### config.mk
export PLATFORM = sky130hd
export DESIGN_NAME = nearest_template_classifier_with_hold_unit
export DESIGN_NICKNAME = d
export VERILOG_FILES = /design/src/ntc_pkg.sv /design/src/ntc_ctrl.sv /design/src/ntc_dp.sv /design/src/nearest_template_classifier_with_hold_unit.sv
export SDC_FILE = /design/constraint.sdc
export NUM_CORES = 1
export LEC_CHECK = 0
export BUFFER_PORTS_ARGS = -buffer_cell sky130_fd_sc_hd__buf_2
export CORE_MARGIN = 3
export CORE_UTILIZATION = 40
export DETAILED_ROUTE_END_ITERATION = 8
export MAX_ROUTING_LAYER = met4
export PLACE_DENSITY_LB_ADDON = 0.08
export REMOVE_ABC_BUFFERS = 1
export SLEW_MARGIN = 10
export SYNTH_ARGS = -nofsm -noshare
export SYNTH_HDL_FRONTEND = slang
export SYNTH_HIERARCHICAL = 1
export SYNTH_SLANG_ARGS = --single-unit
### constraint.sdc
create_clock -name clk -period 7.2 [get_ports clk]
set_input_delay 0.36 -clock clk [delete_from_list [all_inputs] [get_ports clk]]
set_output_delay 0.36 -clock clk [all_outputs]
set_load 0.05 [all_outputs]
### src/ntc_pkg.sv
`timescale 1ns / 1ps

package ntc_pkg;

  // Field widths fixed by the interface.
  localparam int SAMPLE_W = 8;
  localparam int BUTTON_W = 4;
  localparam int ACTION_W = 3;
  localparam int CLASS_W  = 2;
  localparam int DIST_W   = 9;
  localparam int TMPL_W   = 32;
  localparam int THR_W    = 9;
  localparam int HOLD_W   = 8;
  localparam int CFG_IDX_W = 3;
  localparam int NUM_CHAN = 4;
  localparam int NUM_TMPL = 4;

  localparam logic [DIST_W-1:0] DIST_MAX = 9'd511;
  localparam logic [HOLD_W-1:0] RUN_MAX  = 8'd255;

  // Configuration register indexes.
  localparam logic [CFG_IDX_W-1:0] REG_TEMPLATE_ZERO  = 3'd0;
  localparam logic [CFG_IDX_W-1:0] REG_TEMPLATE_ONE   = 3'd1;
  localparam logic [CFG_IDX_W-1:0] REG_TEMPLATE_TWO   = 3'd2;
  localparam logic [CFG_IDX_W-1:0] REG_TEMPLATE_THREE = 3'd3;
  localparam logic [CFG_IDX_W-1:0] REG_MATCH_THRESHOLD = 3'd4;
  localparam logic [CFG_IDX_W-1:0] REG_HOLD_COUNT     = 3'd5;

  localparam logic [THR_W-1:0]  THRESHOLD_RESET = 9'd30;
  localparam logic [HOLD_W-1:0] HOLD_RESET      = 8'd12;

  // Button codes.
  localparam logic [BUTTON_W-1:0] BTN_NONE     = 4'd0;
  localparam logic [BUTTON_W-1:0] BTN_UP       = 4'd1;
  localparam logic [BUTTON_W-1:0] BTN_DOWN     = 4'd2;
  localparam logic [BUTTON_W-1:0] BTN_ATTACK   = 4'd4;
  localparam logic [BUTTON_W-1:0] BTN_CLASSIFY = 4'd8;

  // Tracked class value meaning no class is being counted.
  localparam logic [2:0] NO_CLASS = 3'd4;

  typedef enum logic [ACTION_W-1:0] {
    ACT_NONE   = 3'd0,
    ACT_UP     = 3'd1,
    ACT_DOWN   = 3'd2,
    ACT_ATTACK = 3'd3,
    ACT_BONUS  = 3'd4
  } action_t;

  typedef enum logic [2:0] {
    ST_IDLE,
    ST_CHECK,
    ST_ACC,
    ST_RLOAD,
    ST_ROOT,
    ST_BEST,
    ST_FIN
  } state_t;

  // Controller to datapath commands.
  typedef struct packed {
    logic       capture;
    logic       acc_en;
    logic [1:0] chan;
    logic [1:0] tmpl;
    logic       root_load;
    logic       root_step;
    logic       best_upd;
    logic       commit;
  } cmd_t;

  // Datapath to controller status.
  typedef struct packed {
    logic classify;
  } stat_t;

endpackage

### src/ntc_ctrl.sv
`timescale 1ns / 1ps

module ntc_ctrl #(
  parameter int SAMPLE_BITS = 8
) (
  input  logic           clk,
  input  logic           rst_n,
  input  logic           in_valid,
  output logic           in_ready,
  output logic           out_valid,
  input  logic           out_ready,
  input  ntc_pkg::stat_t stat,
  output ntc_pkg::cmd_t  cmd
);
  import ntc_pkg::*;

  localparam int ROOT_BITS = SAMPLE_BITS + 1;
  localparam int ITER_W    = $clog2(ROOT_BITS);

  state_t            state_r, state_nxt;
  logic [1:0]        chan_r, chan_nxt;
  logic [1:0]        tmpl_r, tmpl_nxt;
  logic [ITER_W-1:0] iter_r, iter_nxt;
  logic              out_valid_r, out_valid_nxt;
  logic              iter_last;
  logic              can_commit;

  assign iter_last  = (iter_r == ITER_W'(ROOT_BITS - 1));
  assign can_commit = !out_valid_r || out_ready;

  // Next state.
  always_comb begin
    state_nxt = state_r;
    case (state_r)
      ST_IDLE:  if (in_valid) state_nxt = ST_CHECK;
      ST_CHECK: state_nxt = stat.classify ? ST_ACC : ST_FIN;
      ST_ACC:   if (chan_r == 2'd3) state_nxt = ST_RLOAD;
      ST_RLOAD: state_nxt = ST_ROOT;
      ST_ROOT:  if (iter_last) state_nxt = ST_BEST;
      ST_BEST:  state_nxt = (tmpl_r == 2'd3) ? ST_FIN : ST_ACC;
      ST_FIN:   if (can_commit) state_nxt = ST_IDLE;
      default:  state_nxt = ST_IDLE;
    endcase
  end

  // Outputs and counter updates.
  always_comb begin
    cmd           = '0;
    cmd.chan      = chan_r;
    cmd.tmpl      = tmpl_r;
    in_ready      = 1'b0;
    chan_nxt      = chan_r;
    tmpl_nxt      = tmpl_r;
    iter_nxt      = iter_r;
    out_valid_nxt = out_valid_r && !out_ready;
    case (state_r)
      ST_IDLE: begin
        in_ready    = 1'b1;
        cmd.capture = in_valid;
      end
      ST_CHECK: begin
        chan_nxt = 2'd0;
        tmpl_nxt = 2'd0;
      end
      ST_ACC: begin
        cmd.acc_en = 1'b1;
        chan_nxt   = chan_r + 2'd1;
      end
      ST_RLOAD: begin
        cmd.root_load = 1'b1;
        iter_nxt      = '0;
      end
      ST_ROOT: begin
        cmd.root_step = 1'b1;
        iter_nxt      = iter_r + ITER_W'(1);
      end
      ST_BEST: begin
        cmd.best_upd = 1'b1;
        tmpl_nxt     = tmpl_r + 2'd1;
      end
      ST_FIN: begin
        if (can_commit) begin
          cmd.commit    = 1'b1;
          out_valid_nxt = 1'b1;
        end
      end
      default: ;
    endcase
  end

  always_ff @(posedge clk) begin
    if (!rst_n) begin
      state_r     <= ST_IDLE;
      chan_r      <= '0;
      tmpl_r      <= '0;
      iter_r      <= '0;
      out_valid_r <= 1'b0;
    end else begin
      state_r     <= state_nxt;
      chan_r      <= chan_nxt;
      tmpl_r      <= tmpl_nxt;
      iter_r      <= iter_nxt;
      out_valid_r <= out_valid_nxt;
    end
  end

  assign out_valid = out_valid_r;

endmodule

### src/ntc_dp.sv
`timescale 1ns / 1ps

module ntc_dp #(
  parameter int SAMPLE_BITS = 8
) (
  input  logic                                clk,
  input  logic                                rst_n,
  input  ntc_pkg::cmd_t                       cmd,
  output ntc_pkg::stat_t                      stat,
  input  logic [ntc_pkg::SAMPLE_W-1:0]        in_sample_a,
  input  logic [ntc_pkg::SAMPLE_W-1:0]        in_sample_b,
  input  logic [ntc_pkg::SAMPLE_W-1:0]        in_sample_c,
  input  logic [ntc_pkg::SAMPLE_W-1:0]        in_sample_d,
  input  logic [ntc_pkg::BUTTON_W-1:0]        in_button_status,
  input  logic                                cfg_valid,
  input  logic [ntc_pkg::CFG_IDX_W-1:0]       cfg_index,
  input  logic [ntc_pkg::TMPL_W-1:0]          cfg_data,
  output logic [ntc_pkg::ACTION_W-1:0]        out_action,
  output logic [ntc_pkg::CLASS_W-1:0]         out_best_class,
  output logic [ntc_pkg::DIST_W-1:0]          out_best_distance,
  output logic                                out_classified
);
  import ntc_pkg::*;

  localparam int SB        = SAMPLE_BITS;
  localparam int SQ_W      = 2 * SB;
  localparam int SUM_W     = 2 * SB + 2;
  localparam int ROOT_BITS = SB + 1;
  localparam int REM_W     = ROOT_BITS + 3;
  localparam int CMP_W     = (ROOT_BITS > DIST_W) ? ROOT_BITS : DIST_W;
  localparam int TPAD_W    = 4 * SB + TMPL_W;

  // Configuration registers.
  logic [TMPL_W-1:0] tmpl_r [NUM_TMPL];
  logic [THR_W-1:0]  thr_r;
  logic [HOLD_W-1:0] hold_r;

  always_ff @(posedge clk) begin
    if (!rst_n) begin
      for (int i = 0; i < NUM_TMPL; i++) tmpl_r[i] <= '0;
      thr_r  <= THRESHOLD_RESET;
      hold_r <= HOLD_RESET;
    end else if (cfg_valid) begin
      case (cfg_index)
        REG_TEMPLATE_ZERO:   tmpl_r[0] <= cfg_data;
        REG_TEMPLATE_ONE:    tmpl_r[1] <= cfg_data;
        REG_TEMPLATE_TWO:    tmpl_r[2] <= cfg_data;
        REG_TEMPLATE_THREE:  tmpl_r[3] <= cfg_data;
        REG_MATCH_THRESHOLD: thr_r  <= cfg_data[THR_W-1:0];
        REG_HOLD_COUNT:      hold_r <= cfg_data[HOLD_W-1:0];
        default: ;
      endcase
    end
  end

  // Captured transaction. Samples are masked to the sample width.
  logic [SB-1:0]       samp_r [NUM_CHAN];
  logic [BUTTON_W-1:0] btn_r;
  logic [SB+SAMPLE_W-1:0] sw [NUM_CHAN];

  assign sw[0] = {{SB{1'b0}}, in_sample_a};
  assign sw[1] = {{SB{1'b0}}, in_sample_b};
  assign sw[2] = {{SB{1'b0}}, in_sample_c};
  assign sw[3] = {{SB{1'b0}}, in_sample_d};

  always_ff @(posedge clk) begin
    if (cmd.capture) begin
      for (int i = 0; i < NUM_CHAN; i++) samp_r[i] <= sw[i][SB-1:0];
      btn_r <= in_button_status;
    end
  end

  assign stat.classify = (btn_r == BTN_CLASSIFY);

  // Squared difference of one channel, accumulated per template.
  logic [TPAD_W-1:0] tpad;
  logic [SB-1:0]     tfield [NUM_CHAN];
  logic [SB-1:0]     cur_t, cur_s, diff;
  logic [SQ_W-1:0]   sq;
  logic [SUM_W-1:0]  acc_r, acc_nxt;

  assign tpad = {{(4 * SB){1'b0}}, tmpl_r[cmd.tmpl]};
  for (genvar c = 0; c < NUM_CHAN; c++) begin : g_field
    assign tfield[c] = tpad[c*SB +: SB];
  end

  assign cur_t   = tfield[cmd.chan];
  assign cur_s   = samp_r[cmd.chan];
  assign diff    = (cur_t > cur_s) ? (cur_t - cur_s) : (cur_s - cur_t);
  assign sq      = SQ_W'(diff) * SQ_W'(diff);
  assign acc_nxt = ((cmd.chan == 2'd0) ? '0 : acc_r) + SUM_W'(sq);

  always_ff @(posedge clk) begin
    if (cmd.acc_en) acc_r <= acc_nxt;
  end

  // Digit-by-digit square root, one result bit per step.
  logic [SUM_W-1:0]     rad_r;
  logic [REM_W-1:0]     rem_r, rem_t, trial;
  logic [ROOT_BITS-1:0] root_r;
  logic                 ge;

  assign rem_t = {rem_r[REM_W-3:0], rad_r[SUM_W-1 -: 2]};
  assign trial = REM_W'({root_r, 2'b01});
  assign ge    = (rem_t >= trial);

  always_ff @(posedge clk) begin
    if (cmd.root_load) begin
      rad_r  <= acc_r;
      rem_r  <= '0;
      root_r <= '0;
    end else if (cmd.root_step) begin
      rad_r  <= rad_r << 2;
      rem_r  <= ge ? (rem_t - trial) : rem_t;
      root_r <= {root_r[ROOT_BITS-2:0], ge};
    end
  end

  // Running minimum; a later template wins only when strictly closer.
  logic [ROOT_BITS-1:0] bestd_r;
  logic [CLASS_W-1:0]   bestc_r;

  always_ff @(posedge clk) begin
    if (cmd.best_upd && (cmd.tmpl == 2'd0 || root_r < bestd_r)) begin
      bestd_r <= root_r;
      bestc_r <= cmd.tmpl;
    end
  end

  // Final decision and match tracking.
  logic [BUTTON_W-1:0] prev_btn_r;
  logic [2:0]          cur_cls_r, cur_cls_nxt;
  logic [HOLD_W-1:0]   run_r, run_nxt;
  action_t             act;
  logic [CMP_W-1:0]    bd_ext;
  logic                is_match;
  logic [DIST_W-1:0]   dist_sat;

  assign bd_ext   = CMP_W'(bestd_r);
  assign is_match = stat.classify && (bd_ext < CMP_W'(thr_r));
  assign dist_sat = (bd_ext > CMP_W'(DIST_MAX)) ? DIST_MAX : bd_ext[DIST_W-1:0];

  always_comb begin
    act         = ACT_NONE;
    cur_cls_nxt = NO_CLASS;
    run_nxt     = '0;
    if (btn_r != prev_btn_r && btn_r != BTN_NONE) begin
      case (btn_r)
        BTN_UP:     act = ACT_UP;
        BTN_DOWN:   act = ACT_DOWN;
        BTN_ATTACK: act = ACT_ATTACK;
        default:    act = ACT_NONE;
      endcase
    end
    if (is_match) begin
      cur_cls_nxt = {1'b0, bestc_r};
      if (cur_cls_r == {1'b0, bestc_r}) begin
        run_nxt = (run_r < RUN_MAX) ? run_r + 8'd1 : run_r;
      end else begin
        run_nxt = 8'd1;
      end
      if (run_nxt >= hold_r) begin
        act         = action_t'(ACTION_W'(bestc_r) + 3'd1);
        cur_cls_nxt = NO_CLASS;
        run_nxt     = '0;
      end
    end
  end

  always_ff @(posedge clk) begin
    if (!rst_n) begin
      prev_btn_r <= BTN_NONE;
      cur_cls_r  <= NO_CLASS;
      run_r      <= '0;
    end else if (cmd.commit) begin
      prev_btn_r <= btn_r;
      cur_cls_r  <= cur_cls_nxt;
      run_r      <= run_nxt;
    end
  end

  // Output register.
  always_ff @(posedge clk) begin
    if (cmd.commit) begin
      out_action        <= act;
      out_best_class    <= stat.classify ? bestc_r : '0;
      out_best_distance <= stat.classify ? dist_sat : '0;
      out_classified    <= stat.classify;
    end
  end

endmodule

### src/nearest_template_classifier_with_hold_unit.sv
`timescale 1ns / 1ps

// Channel   Direction  Handshake            Payload
// in_       input      in_valid/in_ready    sample_a..d (8b each), button_status (4b)
// out_      output     out_valid/out_ready  action (3b), best_class (2b),
//                                           best_distance (9b), classified (1b)
// cfg_      input      cfg_valid/cfg_ready  cfg_index (3b), cfg_data (32b)
//
// A classifying transaction (button status 8) runs through one shared squarer
// that visits the four channels of each template in turn, followed by a square
// root unit that yields one root bit per cycle. Any other button status goes
// straight from the button check to the result register. The next transaction
// can be accepted once the controller is back in its idle state.
// Reset is synchronous and active low; it restores the register defaults
// and clears the match run. A new transaction is taken while a finished
// result still waits in the output register; the finished work then holds
// until that result is taken. Configuration writes are always accepted.

module nearest_template_classifier_with_hold_unit #(
  parameter int SAMPLE_BITS = 8
) (
  input  logic                          clk,
  input  logic                          rst_n,
  input  logic                          in_valid,
  output logic                          in_ready,
  input  logic [ntc_pkg::SAMPLE_W-1:0]  in_sample_a,
  input  logic [ntc_pkg::SAMPLE_W-1:0]  in_sample_b,
  input  logic [ntc_pkg::SAMPLE_W-1:0]  in_sample_c,
  input  logic [ntc_pkg::SAMPLE_W-1:0]  in_sample_d,
  input  logic [ntc_pkg::BUTTON_W-1:0]  in_button_status,
  output logic                          out_valid,
  input  logic                          out_ready,
  output logic [ntc_pkg::ACTION_W-1:0]  out_action,
  output logic [ntc_pkg::CLASS_W-1:0]   out_best_class,
  output logic [ntc_pkg::DIST_W-1:0]    out_best_distance,
  output logic                          out_classified,
  input  logic                          cfg_valid,
  output logic                          cfg_ready,
  input  logic [ntc_pkg::CFG_IDX_W-1:0] cfg_index,
  input  logic [ntc_pkg::TMPL_W-1:0]    cfg_data
);
  import ntc_pkg::*;

  cmd_t  cmd;
  stat_t stat;

  // Register writes never stall.
  assign cfg_ready = 1'b1;

  // The controller sequences the channel, root and compare steps.
  ntc_ctrl #(
    .SAMPLE_BITS(SAMPLE_BITS)
  ) u_ctrl (
    .clk      (clk),
    .rst_n    (rst_n),
    .in_valid (in_valid),
    .in_ready (in_ready),
    .out_valid(out_valid),
    .out_ready(out_ready),
    .stat     (stat),
    .cmd      (cmd)
  );

  // The datapath holds the registers, the squarer, the root unit and the
  // match tracking.
  ntc_dp #(
    .SAMPLE_BITS(SAMPLE_BITS)
  ) u_dp (
    .clk              (clk),
    .rst_n            (rst_n),
    .cmd              (cmd),
    .stat             (stat),
    .in_sample_a      (in_sample_a),
    .in_sample_b      (in_sample_b),
    .in_sample_c      (in_sample_c),
    .in_sample_d      (in_sample_d),
    .in_button_status (in_button_status),
    .cfg_valid        (cfg_valid),
    .cfg_index        (cfg_index),
    .cfg_data         (cfg_data),
    .out_action       (out_action),
    .out_best_class   (out_best_class),
    .out_best_distance(out_best_distance),
    .out_classified   (out_classified)
  );

endmodule

* Word level (Yosys, flattened, before mapping)
Memory sizes are Yosys's and may differ from the RTL's. A register that Yosys moved wholly into a read port is not among the register bits. Cells that the tools add are included.
Word-level totals: register bits after elaboration 129, bits in writable memories 160, bits of input ports 76, output and inout bits 18, memories kept 2
Cells by class: add/subtract/negate cells 9, multipliers 1, order comparisons 8, equality and inequality tests 24, mux-type cells 67, bitwise logic cells 5, reductions and logical operators 20
Memories:
- u_dp.tmpl_r | words 4, width 32, rd ports 1, clocked after memory_dff 1, wr ports 4, line ntc_dp.sv:34 | logic [TMPL_W-1:0] tmpl_r [NUM_TMPL];
- u_dp.samp_r | words 4, width 8, rd ports 1, clocked after memory_dff 1, wr ports 4, line ntc_dp.sv:57 | logic [SB-1:0] samp_r [NUM_CHAN];
Operator list (count):
- $mux 32 | 4
- $mux 8 | 8
- $mux 18 | 3
- $mux 3 | 11
- $mux 1 | 29
- $pmux 3 s7 | 1
- $add 18x16->18 | 1
- $lt 9x9->1 | 2
- $bmux 8 s2 | 1
- $mul 8x8->16 | 1
- $sub 8x8->8 | 2
- $eq 3x3->1 const B | 5
- $eq 3x2->1 const B | 4
- $ge 12x11->1 | 1
- $mux 10 | 1
- $sub 10x10->10 | 1
- $gt 9x9->1 const B | 1
- $mux 9 | 1
- $add 8x1->8 const B | 1
- $eq 4x4->1 const B | 2
- $ge 8x8->1 | 1
- $gt 8x8->1 | 1
- $lt 8x8->1 const B | 1
- $mux 2 | 4
- 27 further kinds | 47

* Longest topological paths before layout
word-level depth 8, gate-level depth with buffers 30

* Hierarchy
The synthesis kept the hierarchy.
Modules (own cells, without submodules):
- ntc_dp | times used 1, cells an instance 1249, area each 15454.8 µm²
- ntc_ctrl | times used 1, cells an instance 84, area each 704.4 µm²
- nearest_template_classifier_with_hold_unit | times used 1, cells an instance 2, area each 11.3 µm²

* Least setup slack after synthesis
No wires, ideal clock.
kind register to register, start register, netlist name u_ctrl/tmpl_r[0], end register u_dp.acc_r[17], data pin, setup time 260 ps, arrival time 7572 ps, required time 6940 ps, setup slack -632 ps, cell stages (with the launch flop) 30, path buffers 3, clock period less this slack 7832 ps, cells stage by stage dfxtp_1 > clkbuf_1 > buf_2 > mux4_2 > mux4_2 > inv_1 > ha_1 > buf_4 > a21o_1 > a211o_1 > o21ai_4 > mux2i_1 > xor2_1 > nor2_1 > fa_1 > inv_1 > fa_1 > inv_1 > ha_1 > inv_1 > fa_1 > inv_1 > fa_1 > a21o_1 > a21oi_1 > o21ai_0 > a41oi_1 > o21ai_0 > a21oi_1 > xnor2_1
RTL lines:
- end signal, assigned | line ntc_dp.sv:94 | if (cmd.acc_en) acc_r <= acc_nxt;
- end, declared | line ntc_dp.sv:80 | logic [SUM_W-1:0] acc_r, acc_nxt;

==> results.cfg <==
[placement]
dp_slack_ps = -428
dpl.hpwl_microns = 25800
place_congestion = 0.823
io_buffer_count = 92
detailed_place.area_sq_um = 18000

[clock_tree]
clk_root_buffer_cell = sky130_fd_sc_hd__clkbuf_16
clkLatencyLatePin_ps = 540
ctsLongestPathBuffers = 3
clock_tree_from_tritoncts = done
numClockSinks = 289
path_clk_slew_ps = 60
cts_htree_levels = 2
cts_inserted_buffers = 35

[layout]
design.final.nets = 1787
layout-drive-gt1-share_pct = 27.2
fillerInstances = 3599
area.growth.synth_to_final_pct = 24.9
finished_cell_area_sq_um = 20200

[global_route]
global_route_wire_length_before_repair_microns = 59700
grt_util_all_layers_pct = 17.9
first_global_vias = 11000
largest_net_degree_at_the_start_of_global_routing = 40
antenna_found_initial = 3
gr-total-overflow = 0

[timing]
final_hold_viol_count = 0
max_slew_margin_pct = 37.2
unrepaired_setup_endpoints_after_global_routing = true
finalSetupViolCount = 0
hold_ws_ps = 115
crit_path_time_final_ps = 7190
layout_worst_path_cycle_share_pct = 99.8
timing.final.max_slew_violations = 0
fmax_ghz = 0.139
layout_setup_ws_ps = 11.7
skew_ps = 22.8
worst_pin_slew_ps = 942

[drt]
vias_per_instance = 4.94
route.detailed.drc = 0
routed-via-count = 10500
detail_route.wirelength_microns = 37200
post_dr_wirelength_cell_microns = 17.5
first_pass_iters = 5
drt_iter0_markers = 466
final_antenna_net_count = 0

[synthesis]
synthMuxAreaShare_pct = 9.76
synth.distinct_cells = 70
synth-main-ff-cell = sky130_fd_sc_hd__edfxtp_1
synth.yosys.seq_area_share_pct = 49.8
synthesis.area_per_instance_sq_um = 12.1
synth_top_family_by_area = simple AND/OR/NAND/NOR gates
post_synth_and_or_nand_nor_area_fraction_pct = 13.6
post_synth_instance_area_sq_um = 16200
synth_most_common_cell = sky130_fd_sc_hd__edfxtp_1
synth.cells.most_frequent = sky130_fd_sc_hd__edfxtp_1, sky130_fd_sc_hd__and2_1, sky130_fd_sc_hd__inv_1
post_synth_top_area_share_pct = 42.0
synth_warnings = 6
synth_area_leader_cell = sky130_fd_sc_hd__edfxtp_1
post_synth_xor_area_fraction_pct = 2.42
synth_enable_flop_cells = 226
synth_adder_area_share_pct = 12.4
ys_async_sr_fraction_pct = 0
synthesized_area_fraction_occupied_by_ao_oa_aoi_and_oai_cells_pct = 7.46
netlist_top_cells_area = sky130_fd_sc_hd__edfxtp_1, sky130_fd_sc_hd__dfxtp_1, sky130_fd_sc_hd__ha_1
post_synthesis_register_bit_count = 289
synthCells = 1335

[worst_hold_path]
hold_path.class = input pin to flop
hold_depth = 3

[floorplanning]
floorplan.die_area_sq_um = 42900
width_of_the_die_microns = 207
ios = 94
rows = 73
core_area_sq_um = 39800
start_util_pct = 40.6
fp.dieH_microns = 207

[critical_path]
crit_path_start_kind = flop
critPathArrivalTime_ps = 7460
r2r_end = u_dp/acc_r[14]
timing.reg2reg.worst_path_depth = 26
timing.critical_path.to = u_dp/acc_r[14]
timing.critical_path.fanout_max = 6
crit_type = flop to flop
timing.rr.start = u_ctrl/tmpl_r[0]
worst_setup_end_kind = flop
rrSetupSlack_ps = 10
worst_setup_path_startpoint = u_ctrl/tmpl_r[0]
cp_data_required_time_ps = 7470

[status]
status = finished clean

[run]
drv_cap = 0
layout by cell type (no fill, tap or decap), drive strengths merged, types with 5 or more instances in the layout:
cell type	count
edfxtp	226
buf	221
and2	144
inv	137
ha	98
nor2	86
dfxtp	63
nand2	60
mux4	48
clkbuf	45
fa	39
dlygate4sd3	36
a21o	33
a21oi	33
mux2i	29
xnor2	28
nor2b	26
o21ai	25
nand2b	19
mux2	18
a21boi	18
nor3	14
nand3	14
xor2	12
nand3b	11
clkinv	11
o21a	10
a31oi	9
o211ai	8
or2	8
a211oi	8
or3	6
nand4	5
a311oi	5
o31ai	5
critical path: stages (launching register included):
cell	delay, ps
sky130_fd_sc_hd__dfxtp_4	420
sky130_fd_sc_hd__buf_12	150
sky130_fd_sc_hd__buf_12	100
sky130_fd_sc_hd__mux4_2	510
sky130_fd_sc_hd__mux4_2	550
sky130_fd_sc_hd__ha_4	200
sky130_fd_sc_hd__a21o_1	160
sky130_fd_sc_hd__a211o_1	290
sky130_fd_sc_hd__o21ai_4	200
sky130_fd_sc_hd__buf_12	160
sky130_fd_sc_hd__mux2i_4	240
sky130_fd_sc_hd__xor2_2	260
sky130_fd_sc_hd__nand2_1	120
sky130_fd_sc_hd__fa_1	550
sky130_fd_sc_hd__inv_2	60
sky130_fd_sc_hd__fa_2	400
sky130_fd_sc_hd__fa_1	520
sky130_fd_sc_hd__inv_2	40
sky130_fd_sc_hd__fa_1	540
sky130_fd_sc_hd__inv_2	50
sky130_fd_sc_hd__ha_4	250
sky130_fd_sc_hd__buf_6	120
sky130_fd_sc_hd__and4_1	190
sky130_fd_sc_hd__a22o_1	220
sky130_fd_sc_hd__a21o_1	210
sky130_fd_sc_hd__o41ai_2	260
sky130_fd_sc_hd__xnor2_1	130
sequential cells by signal (all words and copies together), names as in the netlist, 3 cells and up:
name and flops:
u_dp/tmpl_r 128, u_dp/samp_r 32, u_dp/acc_r 18, u_dp/rad_r 18, u_dp/rem_r 10, u_dp/bd_ext 9
u_dp/out_best_distance 9, u_dp/root_r 9, u_dp/thr_r 9, u_dp/hold_r 8, u_dp/run_r 8, u_ctrl/iter_r 4
u_dp/btn_r 4, u_dp/prev_btn_r 4, u_ctrl/state_r 3, u_dp/cur_cls_r 3, u_dp/out_action 3
routing by layer:
metal | vias up | track usage [%] | part of all wire [%]
li1 | 5186 | - | -
met1 | 5137 | 22.9 | 45
met2 | 139 | 29.6 | 49
met3 | 46 | 3.50 | 3.6
met4 | 0 | 4.56 | 2.0
met5 | - | - | 0
cell families after synthesis:
group	count (synthesis)
AO/OA/AOI/OAI	175
XOR/XNOR	40
adder cells (fa/ha/maj)	137
buffers and inverters	191
flip-flops	289
multiplexers	95
other	1
AND/OR/NAND/NOR	407
what timing repair did:
action,CTS,global route
cloned,2,0
hold buffers,36,0
setup buffers,16,7
pin swaps,36,15
gates resized for setup,52,38
setup endpoints to repair,8,10
endpoints found under the hold margin,36,0
worst min-delay path by stage:
| stage | start | end | slack [ps] |
|---|---|---|---|
| 3_5_place_dp | u_dp/cur_cls_r[2] | u_dp/cur_cls_r[2] | 440 |
| 5_1_grt | cfg_data[8] | u_dp/thr_r[8] | 110 |
| 3_3_place_gp | u_dp/cur_cls_r[2] | u_dp/cur_cls_r[2] | 430 |
| 2_1_floorplan | u_dp/cur_cls_r[2] | u_dp/cur_cls_r[2] | 420 |
| 6_report | cfg_data[8] | u_dp/thr_r[8] | 120 |
| 4_1_cts | cfg_data[8] | u_dp/thr_r[8] | 80 |
cell type report:
cell class,instances,area (sq um),area share (%)
clock inverter,19,190,0.942
tap,525,657,3.25
antenna,3,7.51,0.0372
inverter,136,510,2.53
timing repair buffer,257,1980,9.83
clock buffer,45,986,4.88
multi-input combinational,855,7800,38.6
sequential,289,8050,39.9
through the flow:
stage	instances	setup TNS, ps	util [%]
final	2129	0	50.7
after detailed placement	2001	-1780	45.2
after CTS	2119	-91.1	50.1
after global placement	2001	-1440	45.2
after global routing	2129	-1150	50.7
after floorplan	1280	-12020	-
Power is left out: the tool's default activity adds up to more than one toggle a clock period on the data nets, which glitch-free logic cannot reach.
